===== config.mk =====
export PLATFORM = sky130hd
export DESIGN_NAME = tlb_with_clock_replacement_top
export DESIGN_NICKNAME = d
export VERILOG_FILES = /design/src/tlbcr_pkg.sv /design/src/tlb_with_clock_replacement_top.sv /design/src/tlbcr_ram.sv
export SDC_FILE = /design/constraint.sdc
export NUM_CORES = 1
export LEC_CHECK = 0
export ABC_AREA = 1
export BUFFER_PORTS_ARGS = -buffer_cell sky130_fd_sc_hd__buf_2
export CAP_MARGIN = 10
export CORE_ASPECT_RATIO = 0.7
export CORE_UTILIZATION = 40
export CTS_CLUSTER_DIAMETER = 40
export DETAILED_ROUTE_END_ITERATION = 12
export PLACE_DENSITY_LB_ADDON = 0.15
export SYNTH_ARGS = -nofsm -noshare
export SYNTH_HDL_FRONTEND = slang
export SYNTH_SLANG_ARGS = --single-unit

===== constraint.sdc =====
create_clock -name clock -period 5.65 [get_ports clock]
set_clock_uncertainty 0.2 [all_clocks]
set_input_delay 1.13 -clock clock [delete_from_list [all_inputs] [get_ports clock]]
set_output_delay 1.13 -clock clock [all_outputs]
set_load 0.01 [all_outputs]

===== src/tlbcr_pkg.sv =====
// ----------------------------------------------------------------------------
// TLB package
// Field widths, command codes and the result record of the translation buffer.
// ----------------------------------------------------------------------------
package tlbcr_pkg;

   localparam int PAGE_W = 21;
   localparam int CMD_W  = 3;
   localparam int CFG_W  = 5;

   localparam logic [CFG_W-1:0] CFG_RESET = 5'd16;

   localparam logic [CMD_W-1:0] CMD_LOOKUP    = 3'd0;
   localparam logic [CMD_W-1:0] CMD_INSERT    = 3'd1;
   localparam logic [CMD_W-1:0] CMD_INV_PAGE  = 3'd2;
   localparam logic [CMD_W-1:0] CMD_INV_ALL   = 3'd3;
   localparam logic [CMD_W-1:0] CMD_CLEAR_REF = 3'd4;
   localparam logic [CMD_W-1:0] CMD_WRITEBACK = 3'd5;

   typedef struct packed {
      logic              hit;
      logic [PAGE_W-1:0] frame_out;
      logic              wb_valid;
      logic [PAGE_W-1:0] wb_frame;
      logic              wb_ref;
      logic              wb_mod;
      logic              last;
   } rsp_type;

endpackage


===== src/tlb_with_clock_replacement_top.sv =====
// ----------------------------------------------------------------------------
// Translation lookaside buffer with clock replacement
// Fully associative page-to-frame map with referenced and modified bits.
// ----------------------------------------------------------------------------
// A request on req_* carries a command (lookup, insert, invalidate page,
// invalidate all, clear referenced bits, write back) and is taken when
// req_valid is high and req_stall is low. Results leave on rsp_* under
// rsp_valid and rsp_stall; rsp_last marks the final result of a request.
// The block takes one request at a time and holds req_stall high while it
// works. A single compare unit walks the entries: each valid entry is read
// from the page/frame RAM and then checked, and an invalid entry is skipped
// without a read.
// csr_write_data sets the number of active entries when csr_write_en is high.
// Reset clears all valid, referenced and modified bits, the clock hand and
// sets the active count to sixteen, saturated to the built depth.
// A stalled result holds in the output register; a new request is taken
// while it waits, and the walk pauses only when it has another result ready.
module tlb_with_clock_replacement_top #(
   parameter int ENTRIES = 16
) (
   input  logic                         clock,
   input  logic                         reset,
   input  logic                         csr_write_en,
   input  logic [tlbcr_pkg::CFG_W-1:0]  csr_write_data,
   input  logic                         req_valid,
   output logic                         req_stall,
   input  logic [tlbcr_pkg::CMD_W-1:0]  req_cmd,
   input  logic [tlbcr_pkg::PAGE_W-1:0] req_vpage,
   input  logic                         req_is_store,
   input  logic [tlbcr_pkg::PAGE_W-1:0] req_pframe_in,
   input  logic                         req_rbit_in,
   input  logic                         req_mbit_in,
   output logic                         rsp_valid,
   input  logic                         rsp_stall,
   output logic                         rsp_hit,
   output logic [tlbcr_pkg::PAGE_W-1:0] rsp_frame_out,
   output logic                         rsp_wb_valid,
   output logic [tlbcr_pkg::PAGE_W-1:0] rsp_wb_frame,
   output logic                         rsp_wb_ref,
   output logic                         rsp_wb_mod,
   output logic                         rsp_last
);

   localparam int IW = (ENTRIES > 1) ? $clog2(ENTRIES) : 1;
   localparam int CW = $clog2(ENTRIES + 1);
   localparam int PW = tlbcr_pkg::PAGE_W;

   localparam logic [2:0] S_IDLE     = 3'd0;
   localparam logic [2:0] S_SCAN_RD  = 3'd1;
   localparam logic [2:0] S_SCAN_CHK = 3'd2;
   localparam logic [2:0] S_DONE     = 3'd3;
   localparam logic [2:0] S_SEARCH   = 3'd4;
   localparam logic [2:0] S_EVICT_RD = 3'd5;
   localparam logic [2:0] S_EVICT    = 3'd6;

   logic [2:0]                   state_ff, state_in;
   logic [tlbcr_pkg::CFG_W-1:0]  cfg_ff, cfg_in;
   logic [ENTRIES-1:0]           valid_ff, valid_in;
   logic [ENTRIES-1:0]           ref_ff, ref_in;
   logic [ENTRIES-1:0]           mod_ff, mod_in;
   logic [IW-1:0]                hand_ff, hand_in;
   logic [IW-1:0]                idx_ff, idx_in;
   logic [CW-1:0]                cnt_ff, cnt_in;
   logic                         any_ff, any_in;
   logic                         rsp_valid_ff, rsp_valid_in;
   tlbcr_pkg::rsp_type           rsp_ff, rsp_in;

   logic [tlbcr_pkg::CMD_W-1:0]  cmd_ff;
   logic [PW-1:0]                vpage_ff;
   logic                         store_ff;
   logic [PW-1:0]                pframe_ff;
   logic                         rbit_ff;
   logic                         mbit_ff;

   logic [CW-1:0]                n_act;
   logic [IW-1:0]                last_idx;
   logic [IW-1:0]                start_idx;
   logic [ENTRIES-1:0]           act_mask;
   logic [ENTRIES-1:0]           above_mask;
   logic                         more_valid;
   logic                         is_last_idx;
   logic                         out_free;
   logic                         accept;

   logic                         ram_wr_en;
   logic                         ram_rd_en;
   logic [2*PW-1:0]              ram_rdata;
   logic [PW-1:0]                rd_page;
   logic [PW-1:0]                rd_frame;
   logic                         page_match;

   tlbcr_ram #(
      .WIDTH (2 * PW),
      .DEPTH (ENTRIES)
   ) u_ram (
      .clock   (clock),
      .wr_en   (ram_wr_en),
      .wr_addr (idx_ff),
      .wr_data ({vpage_ff, pframe_ff}),
      .rd_en   (ram_rd_en),
      .rd_addr (idx_ff),
      .rd_data (ram_rdata)
   );

   assign rd_page    = ram_rdata[2*PW-1:PW];
   assign rd_frame   = ram_rdata[PW-1:0];
   assign page_match = (rd_page == vpage_ff);

   always_comb begin
      if (cfg_ff == '0) begin
         n_act = CW'(1);
      end else if (32'(cfg_ff) > ENTRIES) begin
         n_act = CW'(ENTRIES);
      end else begin
         n_act = CW'(cfg_ff);
      end
   end

   assign last_idx    = IW'(n_act - CW'(1));
   assign start_idx   = (CW'(hand_ff) < n_act) ? hand_ff : '0;
   assign is_last_idx = (idx_ff == last_idx);
   assign out_free    = !rsp_valid_ff || !rsp_stall;
   assign accept      = req_valid && (state_ff == S_IDLE);
   assign req_stall   = (state_ff != S_IDLE);

   always_comb begin
      for (int i = 0; i < ENTRIES; i++) begin
         act_mask[i]   = (CW'(i) < n_act);
         above_mask[i] = (IW'(i) > idx_ff);
      end
   end

   assign more_valid = |(valid_ff & act_mask & above_mask);

   always_comb begin
      state_in     = state_ff;
      cfg_in       = cfg_ff;
      valid_in     = valid_ff;
      ref_in       = ref_ff;
      mod_in       = mod_ff;
      hand_in      = hand_ff;
      idx_in       = idx_ff;
      cnt_in       = cnt_ff;
      any_in       = any_ff;
      rsp_valid_in = rsp_valid_ff && rsp_stall;
      rsp_in       = rsp_ff;
      ram_wr_en    = 1'b0;
      ram_rd_en    = 1'b0;

      if (csr_write_en) begin
         cfg_in = csr_write_data;
      end

      case (state_ff)
         S_IDLE: begin
            if (req_valid) begin
               idx_in = '0;
               cnt_in = '0;
               any_in = 1'b0;
               case (req_cmd)
                  tlbcr_pkg::CMD_LOOKUP,
                  tlbcr_pkg::CMD_INV_PAGE,
                  tlbcr_pkg::CMD_WRITEBACK: begin
                     state_in = S_SCAN_RD;
                  end
                  tlbcr_pkg::CMD_INSERT: begin
                     idx_in   = start_idx;
                     state_in = S_SEARCH;
                  end
                  default: begin
                     state_in = S_DONE;
                  end
               endcase
            end
         end

         S_SCAN_RD: begin
            if (valid_ff[idx_ff]) begin
               ram_rd_en = 1'b1;
               state_in  = S_SCAN_CHK;
            end else if (is_last_idx) begin
               state_in = S_DONE;
            end else begin
               idx_in = idx_ff + IW'(1);
            end
         end

         S_SCAN_CHK: begin
            case (cmd_ff)
               tlbcr_pkg::CMD_LOOKUP: begin
                  if (page_match) begin
                     if (out_free) begin
                        rsp_valid_in     = 1'b1;
                        rsp_in           = '0;
                        rsp_in.hit       = 1'b1;
                        rsp_in.frame_out = rd_frame;
                        rsp_in.last      = 1'b1;
                        ref_in[idx_ff]   = 1'b1;
                        if (store_ff) begin
                           mod_in[idx_ff] = 1'b1;
                        end
                        state_in = S_IDLE;
                     end
                  end else if (is_last_idx) begin
                     state_in = S_DONE;
                  end else begin
                     idx_in   = idx_ff + IW'(1);
                     state_in = S_SCAN_RD;
                  end
               end
               tlbcr_pkg::CMD_WRITEBACK: begin
                  if (out_free) begin
                     rsp_valid_in    = 1'b1;
                     rsp_in          = '0;
                     rsp_in.wb_valid = 1'b1;
                     rsp_in.wb_frame = rd_frame;
                     rsp_in.wb_ref   = ref_ff[idx_ff];
                     rsp_in.wb_mod   = mod_ff[idx_ff];
                     rsp_in.last     = !more_valid;
                     any_in          = 1'b1;
                     if (is_last_idx) begin
                        state_in = S_DONE;
                     end else begin
                        idx_in   = idx_ff + IW'(1);
                        state_in = S_SCAN_RD;
                     end
                  end
               end
               default: begin
                  if (page_match) begin
                     valid_in[idx_ff] = 1'b0;
                  end
                  if (is_last_idx) begin
                     state_in = S_DONE;
                  end else begin
                     idx_in   = idx_ff + IW'(1);
                     state_in = S_SCAN_RD;
                  end
               end
            endcase
         end

         S_DONE: begin
            if ((cmd_ff == tlbcr_pkg::CMD_WRITEBACK) && any_ff) begin
               state_in = S_IDLE;
            end else if (out_free) begin
               rsp_valid_in = 1'b1;
               rsp_in       = '0;
               rsp_in.last  = 1'b1;
               if (cmd_ff == tlbcr_pkg::CMD_INV_ALL) begin
                  valid_in = valid_ff & ~act_mask;
               end
               if (cmd_ff == tlbcr_pkg::CMD_CLEAR_REF) begin
                  ref_in = ref_ff & ~act_mask;
               end
               state_in = S_IDLE;
            end
         end

         S_SEARCH: begin
            if (!valid_ff[idx_ff] || !ref_ff[idx_ff]) begin
               state_in = S_EVICT_RD;
            end else if (cnt_ff == CW'(n_act - CW'(1))) begin
               idx_in   = start_idx;
               state_in = S_EVICT_RD;
            end else begin
               cnt_in = cnt_ff + CW'(1);
               idx_in = is_last_idx ? '0 : idx_ff + IW'(1);
            end
         end

         S_EVICT_RD: begin
            ram_rd_en = valid_ff[idx_ff];
            state_in  = S_EVICT;
         end

         S_EVICT: begin
            if (out_free) begin
               rsp_valid_in = 1'b1;
               rsp_in       = '0;
               rsp_in.last  = 1'b1;
               if (valid_ff[idx_ff]) begin
                  rsp_in.wb_valid = 1'b1;
                  rsp_in.wb_frame = rd_frame;
                  rsp_in.wb_ref   = ref_ff[idx_ff];
                  rsp_in.wb_mod   = mod_ff[idx_ff];
               end
               ram_wr_en        = 1'b1;
               valid_in[idx_ff] = 1'b1;
               ref_in[idx_ff]   = rbit_ff;
               mod_in[idx_ff]   = mbit_ff;
               hand_in          = is_last_idx ? '0 : idx_ff + IW'(1);
               state_in         = S_IDLE;
            end
         end

         default: begin
            state_in = S_IDLE;
         end
      endcase
   end

   always_ff @(posedge clock) begin
      if (reset) begin
         state_ff     <= S_IDLE;
         cfg_ff       <= tlbcr_pkg::CFG_RESET;
         valid_ff     <= '0;
         ref_ff       <= '0;
         mod_ff       <= '0;
         hand_ff      <= '0;
         idx_ff       <= '0;
         cnt_ff       <= '0;
         any_ff       <= 1'b0;
         rsp_valid_ff <= 1'b0;
      end else begin
         state_ff     <= state_in;
         cfg_ff       <= cfg_in;
         valid_ff     <= valid_in;
         ref_ff       <= ref_in;
         mod_ff       <= mod_in;
         hand_ff      <= hand_in;
         idx_ff       <= idx_in;
         cnt_ff       <= cnt_in;
         any_ff       <= any_in;
         rsp_valid_ff <= rsp_valid_in;
      end
   end

   always_ff @(posedge clock) begin
      rsp_ff <= rsp_in;
      if (accept) begin
         cmd_ff    <= req_cmd;
         vpage_ff  <= req_vpage;
         store_ff  <= req_is_store;
         pframe_ff <= req_pframe_in;
         rbit_ff   <= req_rbit_in;
         mbit_ff   <= req_mbit_in;
      end
   end

   assign rsp_valid     = rsp_valid_ff;
   assign rsp_hit       = rsp_ff.hit;
   assign rsp_frame_out = rsp_ff.frame_out;
   assign rsp_wb_valid  = rsp_ff.wb_valid;
   assign rsp_wb_frame  = rsp_ff.wb_frame;
   assign rsp_wb_ref    = rsp_ff.wb_ref;
   assign rsp_wb_mod    = rsp_ff.wb_mod;
   assign rsp_last      = rsp_ff.last;

endmodule


===== src/tlbcr_ram.sv =====
// ----------------------------------------------------------------------------
// Generic RAM
// One write port and one read port with registered read data.
// ----------------------------------------------------------------------------
module tlbcr_ram #(
   parameter int WIDTH = 42,
   parameter int DEPTH = 16
) (
   input  logic                                   clock,
   input  logic                                   wr_en,
   input  logic [((DEPTH > 1) ? $clog2(DEPTH) : 1)-1:0] wr_addr,
   input  logic [WIDTH-1:0]                       wr_data,
   input  logic                                   rd_en,
   input  logic [((DEPTH > 1) ? $clog2(DEPTH) : 1)-1:0] rd_addr,
   output logic [WIDTH-1:0]                       rd_data
);

   logic [WIDTH-1:0] mem [DEPTH];

   always_ff @(posedge clock) begin
      if (wr_en) begin
         mem[wr_addr] <= wr_data;
      end
      if (rd_en) begin
         rd_data <= mem[rd_addr];
      end
   end

endmodule


==> Word-level counts from Yosys, hierarchy flattened <==
Memory sizes are Yosys's and may differ from the RTL's. A register that Yosys moved wholly into a read port is not among the register bits.
Cells that the tools add are included.
{ "totals": {"ff_bits": 166, "elab_cells": 229, "mem_bits_rw": 672, "input_bits": 58, "memories": 1, "out_inout_bits": 49} }
{ "memory_table": {"columns": ["name", "words", "word_bits", "read_ports", "rd_clocked_by_memory_dff", "wr", "line", "source"], "rows": [
  ["u_ram.mem", 16, 42, 1, 1, 1, "tlbcr_ram.sv:18", "logic [WIDTH-1:0] mem [DEPTH];"]
]} }
{ "classes": {"magnitude_cmp": 36, "bitwise_logic": 10, "n_eq_ne": 37, "mux": 86, "add_sub_neg": 3, "n_reduce_logical": 33} }
{ "op_table": {"columns": ["cell", "count"], "rows": [
  ["$mux W16", 18],
  ["$mux W47", 6],
  ["$pmux W47 S3", 1],
  ["$pmux W16 S3", 2],
  ["$pmux W47 S2", 1],
  ["$and A16 B16 Y16", 5],
  ["$or A16 B16 Y16", 3],
  ["$lt A4 B5 Y1 const A", 8],
  ["$mux W4", 10],
  ["$bwmux W16", 2],
  ["$gt A4 B4 Y1 const A", 8],
  ["$not A16 Y16", 2],
  ["$pmux W16 S2", 1],
  ["$ne A2 B2 Y1 const B", 15],
  ["$mux W3", 9],
  ["$mux W5", 5],
  ["$mux W24", 1],
  ["$eq A21 B21 Y1", 1],
  ["$ne A3 B3 Y1 const B", 7],
  ["$pmux W3 S7", 1],
  ["$lt A3 B5 Y1 const A", 4],
  ["$eq A3 B3 Y1 const B", 6],
  ["$gt A3 B4 Y1 const A", 4],
  ["$pmux W4 S4", 1],
  ["40 further kinds", 84]
]} }

==> Longest topological paths before layout <==
Gate-level depths: netlist of run 1.
{ "logic_depth": {"ltp_word": 11, "depth_mapped": 21, "mapped_depth_nobuf": 21} }

==> Hierarchy <==
From an unflattened synthesis of run 1, not the netlist that was laid out.
{ "hier_totals": {"cells_unflattened": 3910, "area_unflattened_um2": 38874.8} }
{ "by_module_without_submodules": {"columns": ["mod", "seq_area_each_um2", "n_inst", "area_each_um2", "cells_each"], "rows": [
  ["tlbcr_ram", 21440.6, 1, 29899.9, 2773],
  ["tlb_with_clock_replacement_top", 4274.1, 1, 8974.9, 1137]
]} }

==> Least setup slack after synthesis of run 1 <==
OpenSTA, ideal clock, no wires.
{ "synth_timing": {"path_kind": "in2reg", "from": "input rsp_stall", "to": "register rsp_ff, in the netlist rsp_frame_out[0], enable pin", "setup_time_ns": 0.510, "n_path_buf": 0, "arrival_ns": 4.842, "required_ns": 4.940, "cell_stages": 7, "slack_ns": 0.098, "path_cell_list": "nand2_1 inv_1 nand2_1 nand2_1 nand2_1 o21ai_1 nor3_1"} }
{ "synth_via": {"elab_chain_len": 4, "word_cells_on_any_way": 7, "cone_classes": "4 x eq/ne; 3 x reduce/logical"} }
{ "synth_lines": {"columns": ["element", "line", "source"], "rows": [
  ["start, declared", "tlb_with_clock_replacement_top.sv:34", "input logic rsp_stall,"],
  ["$logic_not A1 Y1 (*)", "tlb_with_clock_replacement_top.sv:122", "assign out_free = !rsp_valid_ff || !rsp_stall;"],
  ["$logic_or A1 B1 Y1 (*)", "tlb_with_clock_replacement_top.sv:122", null],
  ["$ne A3 B3 Y1 (no line) / $ne A2 B2 Y1 (equally long branches)", null, null],
  ["$reduce_and A8 Y1 (no line) (*)", null, null],
  ["end signal, assigned", "tlb_with_clock_replacement_top.sv:330", "rsp_ff <= rsp_in;"],
  ["end, declared", "tlb_with_clock_replacement_top.sv:66", "tlbcr_pkg::rsp_type rsp_ff, rsp_in;"]
]} }
Mark *: on every way between the ends. The rest lies on a longest branch, timed or not.
A chain may end at the register's enable or synchronous reset.

==> Worst setup path in the final report of run 1 <==
{ "layout_timing": {"from": "register vpage_ff[15]", "to": "register rsp_ff, in the netlist rsp_frame_out[8], enable pin"} }
{ "layout_via": {"elab_chain_len": 3} }
{ "layout_lines": {"columns": ["element", "line", "source"], "rows": [
  ["start, declared", "tlb_with_clock_replacement_top.sv:69", "logic [PW-1:0] vpage_ff;"],
  ["start signal, assigned", "tlb_with_clock_replacement_top.sv:333", "vpage_ff <= req_vpage;"],
  ["$eq A21 B21 Y1", "tlb_with_clock_replacement_top.sv:107", "assign page_match = (rd_page == vpage_ff);"],
  ["$ne A3 B3 Y1 (no line)", null, null],
  ["$reduce_and A8 Y1 (no line)", null, null]
]} }
Every way passes these cells.

==> impl_metrics.tcl, run 1 <==
set metrics [dict create \
    place_congestion 0.9325 \
    numPortBuffers 106 \
    yosysSeqAreaShare_pct 71.26 \
    ys_warn_count 0 \
    switching_share_pct 33.80 \
    synth.area.top_cells "edfxtp_1 (67%), o21ai_0 (5.8%), nor2_1 (5.7%)" \
    hpwl_um 55760 \
    cts_hold_buf 0 \
    diodes 0 \
    power_mw 20.12 \
    arrival_ns 3.90 \
    min_period_ns 3.782 \
    ff_latch_area_um2 25730 \
    syn_area_um2 36090 \
    dr_total_vias 24430 \
    rows 91 \
    p_per_area_nw_per_um2 483.7 \
    path_buf_inv 1 \
    cp-end-kind "flip-flop" \
    path_clk_slew_ns 0.06 \
    start_util_pct 40.68 \
    final_common_cell "edfxtp_1" \
    cp-start-kind "flip-flop" \
    viasPerCell 5.533 \
    fp.dieH_um 253.3 \
    grt_antenna_before_repair 1 \
    yosysTopAreaCell "edfxtp_1" \
    worst_r2r_startpoint "vpage_ff[15]" \
    synth_nets 3133 \
    cts.sinks 880 \
    cp.required_ns 5.77 \
    crit_family "simple AND/OR/NAND/NOR gates" \
    cp_slowest_cell "nand2_1" \
    antenna_left 0 \
    grt_pass1_vias 23890 \
    drtIter0Drc 2724 \
    drcViolationCount 0 \
    insertion_delay_ns 0.71 \
    grt_max_degree 207 \
    finalHoldViolations 0 \
    cts_tree "done" \
    path_class "flip-flop to flip-flop" \
    setup_violations 0 \
    overflow 0 \
    syn2layout_area_growth_pct 15.29 \
    avgSynthCellArea_um2 11.77 \
    max_stage_delay_ns 0.71 \
    tightest_slew_ns 1.145 \
    critical-path-top-cell-by-count "nand3_1" \
    min_path_type "flip-flop to flip-flop" \
    run_status "finished clean" \
    ys_ff_latch 880 \
    syn_inst 3065 \
    yosys.area.top_type_share_pct 67.32 \
    n_fill_cell 7967 \
    r2r_slack_ns 1.87 \
    coreArea_um2 88700 \
    leakage_nw 14.36 \
    final_cell_mix "edfxtp_1 (809), nor2_1 (534), o21ai_0 (421), nand2_1 (329), inv_1 (200)" \
    setup_tns_ns 0 \
    synth_cell_type_count 46 \
    synthArstFlopShare_pct 0 \
    maxSlewHeadroom_pct 23.48 \
    cts_resized 0 \
    cap_viol_max_count 0 \
    fin_nets 3233 \
    post_cts_buffers 0 \
    p_int_mw 13.32 \
    r2r_end "rsp_frame_out[8]" \
    sequentialPowerShare_pct 41.4 \
    p_sw_mw 6.801 \
    vdd_drop_max_uv 351.3 \
    rsz0062_at_grt "no" \
    path_cells "xnor2_1 > nand3_1 > nor2_1 > nand3_1 > nand2_1 > a21oi_1 > nor3_2 > buf_4" \
    multi_input_area_um2 8977 \
    drt_wl_total_um 102300 \
    worstPathMaxFanout 47 \
    root_buffer "clkbuf_16" \
    layout-drive-gt1-share_pct 12.05 \
    h-tree-depth 3 \
    grt_pass1_wl_um 153800 \
    clkPwrFrac_pct 34.0 \
    fp.dieW_um 361.0 \
    finalCritPeriodShare_pct 66.93 \
    dieArea_um2 91440 \
    io-pin-count 107 \
    fmax_mhz 264.4 \
    cts_buffer_depth 3 \
    hold_end "mod_ff[5]" \
    holdCritStartpoint "mod_ff[5]" \
    ys.flop_type "edfxtp_1" \
    numCtsBuffers 108 \
    whs_path_depth 2 \
    drv_slew 0 \
    combPwrFrac_pct 24.6 \
    wl_per_cell_um 23.16 \
    first_pass_iters 6 \
    synth_edf_count 809 \
    grt_usage_pct 22.46 \
    rr_worst_depth 8 \
]
==> worst min-delay path, cell delays in order, from the launching register on <==
cell     delay (ns)
dfxtp_1        0.31
inv_1          0.05
a21oi_1        0.05
==> state kept, by name (all words and copies together), names as in the netlist, 21 cells and up <==
name / count
pframe_ff: 21
rsp_frame_out: 21
rsp_wb_frame: 21
u_ram.mem: 672
u_ram.rd_data: 42
vpage_ff: 21
==> logic make-up (layout without fill, tap and decap cells) <==
| group | count (synthesis) | after routing | synth area share [%] |
|---|---|---|---|
| AOI/OAI and AO/OA | 720 | 720 | 11.34 |
| xor gates and xnor gates | 19 | 19 | 0.4612 |
| adders and majority gates | 10 | 10 | 0.3467 |
| buffers and inverters | 383 | 572 | 4.244 |
| DFF | 880 | 880 | 71.26 |
| muxes | 32 | 32 | 0.8876 |
| and+or+nand+nor | 1021 | 1021 | 11.46 |
==> per-layer routing <==
layer	part of all wire [%]	GRT usage [%]	vias up	wire, um
li1	-	-	11180	-
met1	47	33.80	12220	48460
met2	44	33.65	890	44910
met3	6.8	3.811	141	6984
met4	1.9	5.495	0	1925
met5	0	0	-	0
==> power by group through the flow <==
stage	Clock, mW	Combinational [mW]	Sequential, mW
global placement	0	4.86	8.44
global route	7.23	5.49	8.38
finish	6.85	4.95	8.32
floorplan	0	3.26	8.27
CTS	6.97	4.94	8.33
detailed placement	0	4.92	8.46
==> cell type report <==
type                            instances  area share, %
Multi-Input combinational cell       1802          21.58
Inverter                              215          1.967
Tap cell                             1162          3.495
Timing Repair Buffer                  158          2.544
Clock buffer                          130          6.794
Sequential cell                       880          61.83
Clock inverter                         69          1.789
==> metrics by stage <==
step	cell area, um^2	instances	utilization, %	hold slack [ns]	worst slack [ns]
floorplan	36090	3065	-	0.2267	0.09799
global placement	38030	4217	42.88	0.2372	1.950
detailed placement	38030	4217	42.88	0.2482	1.916
CTS	41600	4416	46.91	0.2601	1.900
global route	41600	4416	46.91	0.2799	1.622
finish	41600	4416	46.91	0.2636	1.868
==> worst max-delay path by stage <==
stage	from	end	slack, ns	depth (start not counted)
3_3_place_gp	idx_ff[1]	rsp_wb_mod	1.95	9
6_report	vpage_ff[15]	rsp_frame_out[8]	1.87	8
4_1_cts	idx_ff[1]	rsp_wb_mod	1.90	9
5_1_grt	vpage_ff[0]	rsp_wb_frame[13]	1.62	11
3_5_place_dp	idx_ff[1]	rsp_wb_mod	1.92	9
2_1_floorplan	rsp_stall	rsp_frame_out[0]	0.1	7
==> cell usage after synthesis, types with 6 or more instances <==
cell / n
xnor2_1: 6
nor2_1: 551
nor2_2: 6
inv_1: 203
edfxtp_1: 809
a211oi_1: 8
ha_1: 10
buf_2: 39
clkbuf_1: 107
nand2_1: 329
dfxtp_1: 71
o221ai_1: 74
mux2i_1: 32
nand3_1: 56
inv_2: 10
xor2_1: 13
a21oi_1: 106
nand4_1: 34
buf_1: 14
o32ai_1: 9
o21ai_0: 421
nor3_1: 18
nand2_2: 12
o22ai_1: 82
(Power assumes the default switching activity.)
==> run 2: changes to the inputs <==
clock period = 3.67 ns   (was 5.65 ns; I/O delays follow)
==> run 2 against run 1 <==
Net effect:
- die area unchanged
- clock power up 56%
- cell count increased by 1.9%
- via count up 1.8%
- setup slack worse by 1.3 ns
- count of clock-buffer cells in the layout down 8
- worst hold slack worse by 0.21 ns
- global-route usage up 0.29 points
- sequential power rose by 51%
- total power up 56%
- fmax is 24% higher
==> impl_metrics.tcl, run 2 (synthesis results as in run 1) <==
set metrics [dict create \
    syn2layout_area_growth_pct 18.01 \
    coreArea_um2 88700 \
    wl_per_cell_um 23.16 \
    tightest_slew_ns 1.238 \
    largest_reg_flops 672 \
    drtIter0Drc 2775 \
    cts_hold_buf 39 \
    min_path_type "input port to flip-flop" \
    numCtsBuffers 107 \
    finalHoldViolations 0 \
    grt_antenna_before_repair 2 \
    dieArea_um2 91440 \
    start_util_pct 40.68 \
    run_status "finished clean" \
    arrival_ns 3.42 \
    fin_nets 3311 \
    root_buffer "clkbuf_16" \
    largest_registers "u_ram.mem: 672 flops, u_ram.rd_data: 42 flops" \
    fp.dieW_um 361.0 \
    post_cts_buffers 0 \
    final_area_um2 42580 \
    h-tree-depth 3 \
    n_fill_cell 7788 \
    largest_register "u_ram.mem" \
    drt_wl_total_um 104200 \
    path_cells "inv_1 > nand2_1 > nand2_1 > nor2_1 > nand2_1 > nor2_1 > nand3_1 > nand2_1 > nand2_1 > inv_1 > o21ai_0 > nand2_1 > a21oi_1" \
    path_class "flip-flop to flip-flop" \
    path_buf_inv 2 \
    setup_tns_ns 0 \
    p_sw_mw 10.65 \
    critical_path_cell_count 13 \
    leakage_nw 14.82 \
    hpwl_um 57920 \
    critical-path-top-cell-by-count "nand2_1" \
    grt_max_degree 191 \
    dr_total_vias 24880 \
    rsz0062_at_grt "no" \
    cp-end-kind "flip-flop" \
    p_int_mw 20.77 \
    cp-start-kind "flip-flop" \
    cts_buffer_depth 3 \
    whs_path_depth 1 \
    numPortBuffers 106 \
    antenna_left 0 \
    cp.required_ns 4.03 \
    p_per_area_nw_per_um2 737.7 \
    max_stage_delay_ns 0.69 \
    fp.dieH_um 253.3 \
    cts_tree "done" \
    cts.sinks 880 \
    crit_family "simple AND/OR/NAND/NOR gates" \
    sequentialPowerShare_pct 40.2 \
    finalCritPeriodShare_pct 83.43 \
    first_pass_iters 5 \
    final_common_cell "edfxtp_1" \
    dpl_cell_area_um2 38550 \
    overflow 0 \
    insertion_delay_ns 0.71 \
    io-pin-count 107 \
    path_clk_slew_ns 0.06 \
    grt_usage_pct 22.75 \
    rr_worst_depth 13 \
    rows 91 \
    grt_pass1_vias 23980 \
    cp_slowest_cell "edfxtp_1" \
    place_congestion 0.9551 \
    clkPwrFrac_pct 34.1 \
    drcViolationCount 0 \
    switching_share_pct 33.89 \
    min_period_ns 3.062 \
    setup_violations 0 \
    final_cell_mix "edfxtp_1 (809), nor2_1 (534), o21ai_0 (421), nand2_1 (329), inv_1 (200)" \
    layout-drive-gt1-share_pct 13.19 \
    drv_slew 0 \
    combPwrFrac_pct 25.7 \
    viasPerCell 5.530 \
    worstPathMaxFanout 18 \
    final_core_util_pct 48.01 \
    grt_pass1_wl_um 154800 \
    cts_resized 0 \
    cap_viol_max_count 0 \
    vdd_drop_max_uv 552.7 \
    maxSlewHeadroom_pct 17.30 \
    fmax_mhz 326.6 \
]
## run 2: changes by cell type in the layout (fill, tap and decap cells not counted), sizes merged
cell         previous run  this run
buf                   158       198
dlygate4sd3             0        39
clkbuf                130       122
inv                   222       230
clkinv                 42        46
clkinvlp               11         8
bufinv                  9        11
diode                   0         2
## run 2: area by class of cell
type                       count  area, um^2  area share, %
sequential                   880       25730          60.41
multi-input combinational   1802        8984          21.10
clock buffer                 122        2744          6.443
timing repair buffer         237        1962          4.607
tap                         1162        1454          3.414
clock inverter                80       892.1          2.095
inverter                     215       818.3          1.922
antenna                        2       5.005        0.01175
## run 2: per-stage QoR
stage / total power, mW / std cells / hold WS (ns) / worst slack, ns
floorplan: 17.76 / 3065 / 0.2267 / -0.1827
global placement: 20.73 / 4257 / 0.2416 / 0.4455
detailed placement: 20.83 / 4257 / 0.2446 / 0.4839
CTS: 31.58 / 4498 / 0.009517 / 0.6153
global route: 32.90 / 4498 / 0.01880 / 0.4138
finish: 31.42 / 4500 / 0.05580 / 0.6083
## run 2: worst paths after layout
path / start / to / slack [ns]
setup / recovery: vpage_ff[9] / valid_ff[0] / 0.61
hold / removal: req_vpage[10] / vpage_ff[10] / 0.06
setup reg to reg: vpage_ff[9] / valid_ff[0] / 0.61
hold reg to reg: ref_ff[4] / ref_ff[4] / 0.25
## run 2: per-layer routing
| layer | up-vias | part of all wire (%) | global-route usage [%] |
|---|---|---|---|
| met3 | 153 | 8.1 | 4.856 |
| li1 | 11360 | - | - |
| met5 | - | 0 | 0 |
| met1 | 12360 | 47 | 34.08 |
| met4 | 0 | 1.6 | 4.778 |
| met2 | 1012 | 43 | 33.85 |
## run 2: power by group through the flow
stage | registers [mW] | clock network, mW | logic [mW]
2_1_floorplan | 12.7 | 0 | 5.04
3_3_place_gp | 12.8 | 0 | 7.91
3_5_place_dp | 12.8 | 0 | 7.99
4_1_cts | 12.6 | 10.9 | 8.06
5_1_grt | 12.7 | 11.3 | 8.87
6_report | 12.6 | 10.7 | 8.06
==> run 3: changes to the inputs <==
clock period = 3.05 ns   (was 3.67 ns; I/O delays follow)
==> run 3 against run 2 <==
Net effect:
- non-clock buffer count increased by 56
- count of clock-buffer cells in the layout decreased by 2
- global-route usage increased by 0.35 points
- worst hold slack improved by 0.10 ns
- first-iteration DRC count decreased by 9.9%
- via count increased by 0.53%
- core utilization increased by 1.0 points
- critical path type unchanged
- highest routed layer is now met5
==> impl_metrics.tcl, run 3 (synthesis results as in run 1) <==
set metrics [dict create \
    run_status "finished clean" \
    place_congestion 0.9571 \
    arrival_ns 3.11 \
    final_common_cell "edfxtp_1" \
    largest_register "u_ram.mem" \
    layoutNonFillerInstCount 4554 \
    diodes 0 \
    path_clk_slew_ns 0.06 \
    root_buffer "clkbuf_16" \
    fmax_mhz 343.0 \
    dr_total_vias 25020 \
    multi_input_area_um2 9007 \
    pre_cts_ws_ns 0.1084 \
    cp-end-kind "flip-flop" \
    coreArea_um2 88700 \
    worst_r2r_startpoint "vpage_ff[17]" \
    fp.dieH_um 253.3 \
    wl_per_cell_um 23.22 \
    drv_slew 0 \
    cts_buffer_depth 3 \
    rr_worst_depth 9 \
    layout-drive-gt1-share_pct 14.36 \
    post_cts_buffers 0 \
    cts.sinks 880 \
    syn2layout_area_growth_pct 20.51 \
    r2r_slack_ns 0.13 \
    power_mw 38.80 \
    p_per_area_nw_per_um2 892.2 \
    whs_path_depth 5 \
    min_path_type "input port to flip-flop" \
    cp.required_ns 3.24 \
    maxSlewHeadroom_pct 26.22 \
    grt_antenna_before_repair 3 \
    finalCritPeriodShare_pct 95.60 \
    viasPerCell 5.493 \
    dieArea_um2 91440 \
    top_layer "met5" \
    fp.dieW_um 361.0 \
    cts_tree "done" \
    drtIter0Drc 2501 \
    vdd_drop_max_uv 600.4 \
    setup_violations 0 \
    grt_pass1_vias 24420 \
    rsz0062_at_grt "no" \
    cp-start-kind "flip-flop" \
    holdCritStartpoint "req_valid" \
    final_core_util_pct 49.03 \
    drcViolationCount 0 \
    leakage_nw 15.19 \
    grt_max_degree 111 \
    fin_nets 3367 \
    overflow 0 \
    min_period_ns 2.916 \
    first_pass_iters 5 \
    path_class "flip-flop to flip-flop" \
    wl_met1_um 50310 \
    grt_usage_pct 23.10 \
    met3_length_um 7349 \
    worstPathMaxFanout 47 \
    placed_cells 4298 \
    n_fill_cell 7749 \
    finalHoldViolations 0 \
    numCtsBuffers 107 \
    grt_pass1_wl_um 157000 \
    hpwl_um 61120 \
    h-tree-depth 3 \
    io-pin-count 107 \
    ff_latch_area_um2 25730 \
    numPortBuffers 106 \
    tightest_slew_ns 1.107 \
    setup_ws_ns 0.1342 \
    final_cell_mix "edfxtp_1 (809), nor2_1 (533), o21ai_0 (421), nand2_1 (327), inv_1 (200)" \
    r2r_end "rsp_frame_out[18]" \
    largest_registers "u_ram.mem: 672 flops, u_ram.rd_data: 42 flops" \
    antenna_left 0 \
    drt_wl_total_um 105800 \
    largest_reg_flops 672 \
    insertion_delay_ns 0.71 \
    cap_viol_max_count 0 \
    dr_wl_met2_um 46220 \
    start_util_pct 40.68 \
    hold_end "any_ff" \
    rows 91 \
]
run 3: power by group:
group | total, mW | switching [mW] | internal (mW) | leakage, nW
Sequential | 15.1 | 0.627 | 14.5 | 7.89
Combinational | 10.1 | 6.99 | 3.16 | 5.50
Clock | 13.5 | 5.47 | 8.04 | 1.81
Total | 38.8 | 13.1 | 25.7 | 15.2
run 3: through the flow:
step,TNS (ns),hold slack (ns),instance area [um^2]
floorplan,-242.05,0.2267,36170
global placement,0,0.2428,39110
detailed placement,0,0.2436,39110
CTS,0,0.1064,43480
global route,0,0.1725,43490
finish,0,0.1567,43490
run 3: final cells by class:
class                           instances  share of cell area (%)
Timing Repair Buffer                  293                   6.111
Clock inverter                         82                   2.474
Tap cell                             1162                   3.343
Clock buffer                          120                   6.318
Multi-Input combinational cell       1802                   20.71
Inverter                              215                   1.882
Sequential cell                       880                   59.16
run 3: routing by layer:
layer	global-route usage, %	vias to the layer above
li1	-	11470
met1	34.42	12490
met2	34.47	912
met3	4.390	141
met4	6.006	2
met5	0	-
run 3: worst max-delay path by stage:
| stage | from | to | cells after the start |
|---|---|---|---|
| 3_5_place_dp | vpage_ff[16] | rsp_wb_frame[16] | 9 |
| 4_1_cts | vpage_ff[17] | rsp_wb_frame[15] | 9 |
| 2_1_floorplan | rsp_stall | u_ram.mem[11][0] | 6 |
| 3_3_place_gp | vpage_ff[17] | rsp_wb_frame[16] | 9 |
| 6_report | vpage_ff[17] | rsp_frame_out[18] | 9 |
| 5_1_grt | vpage_ff[17] | rsp_wb_frame[10] | 9 |
run 3: what timing repair did:
action	CTS	global route
resized for setup	0	3
hold buffers	54	0
endpoints found under the setup margin	0	6
endpoints found under the hold margin	53	0
run 3: critical path, stage by stage, from the launching register on:
cell and delay (ns):
edfxtp_1 0.40, xor2_1 0.19, nor2_1 0.25, nand2_1 0.09, nor2_1 0.32, nand3_1 0.29, nand2_2 0.25, a21oi_4 0.08
nor3_4 0.21, buf_12 0.26
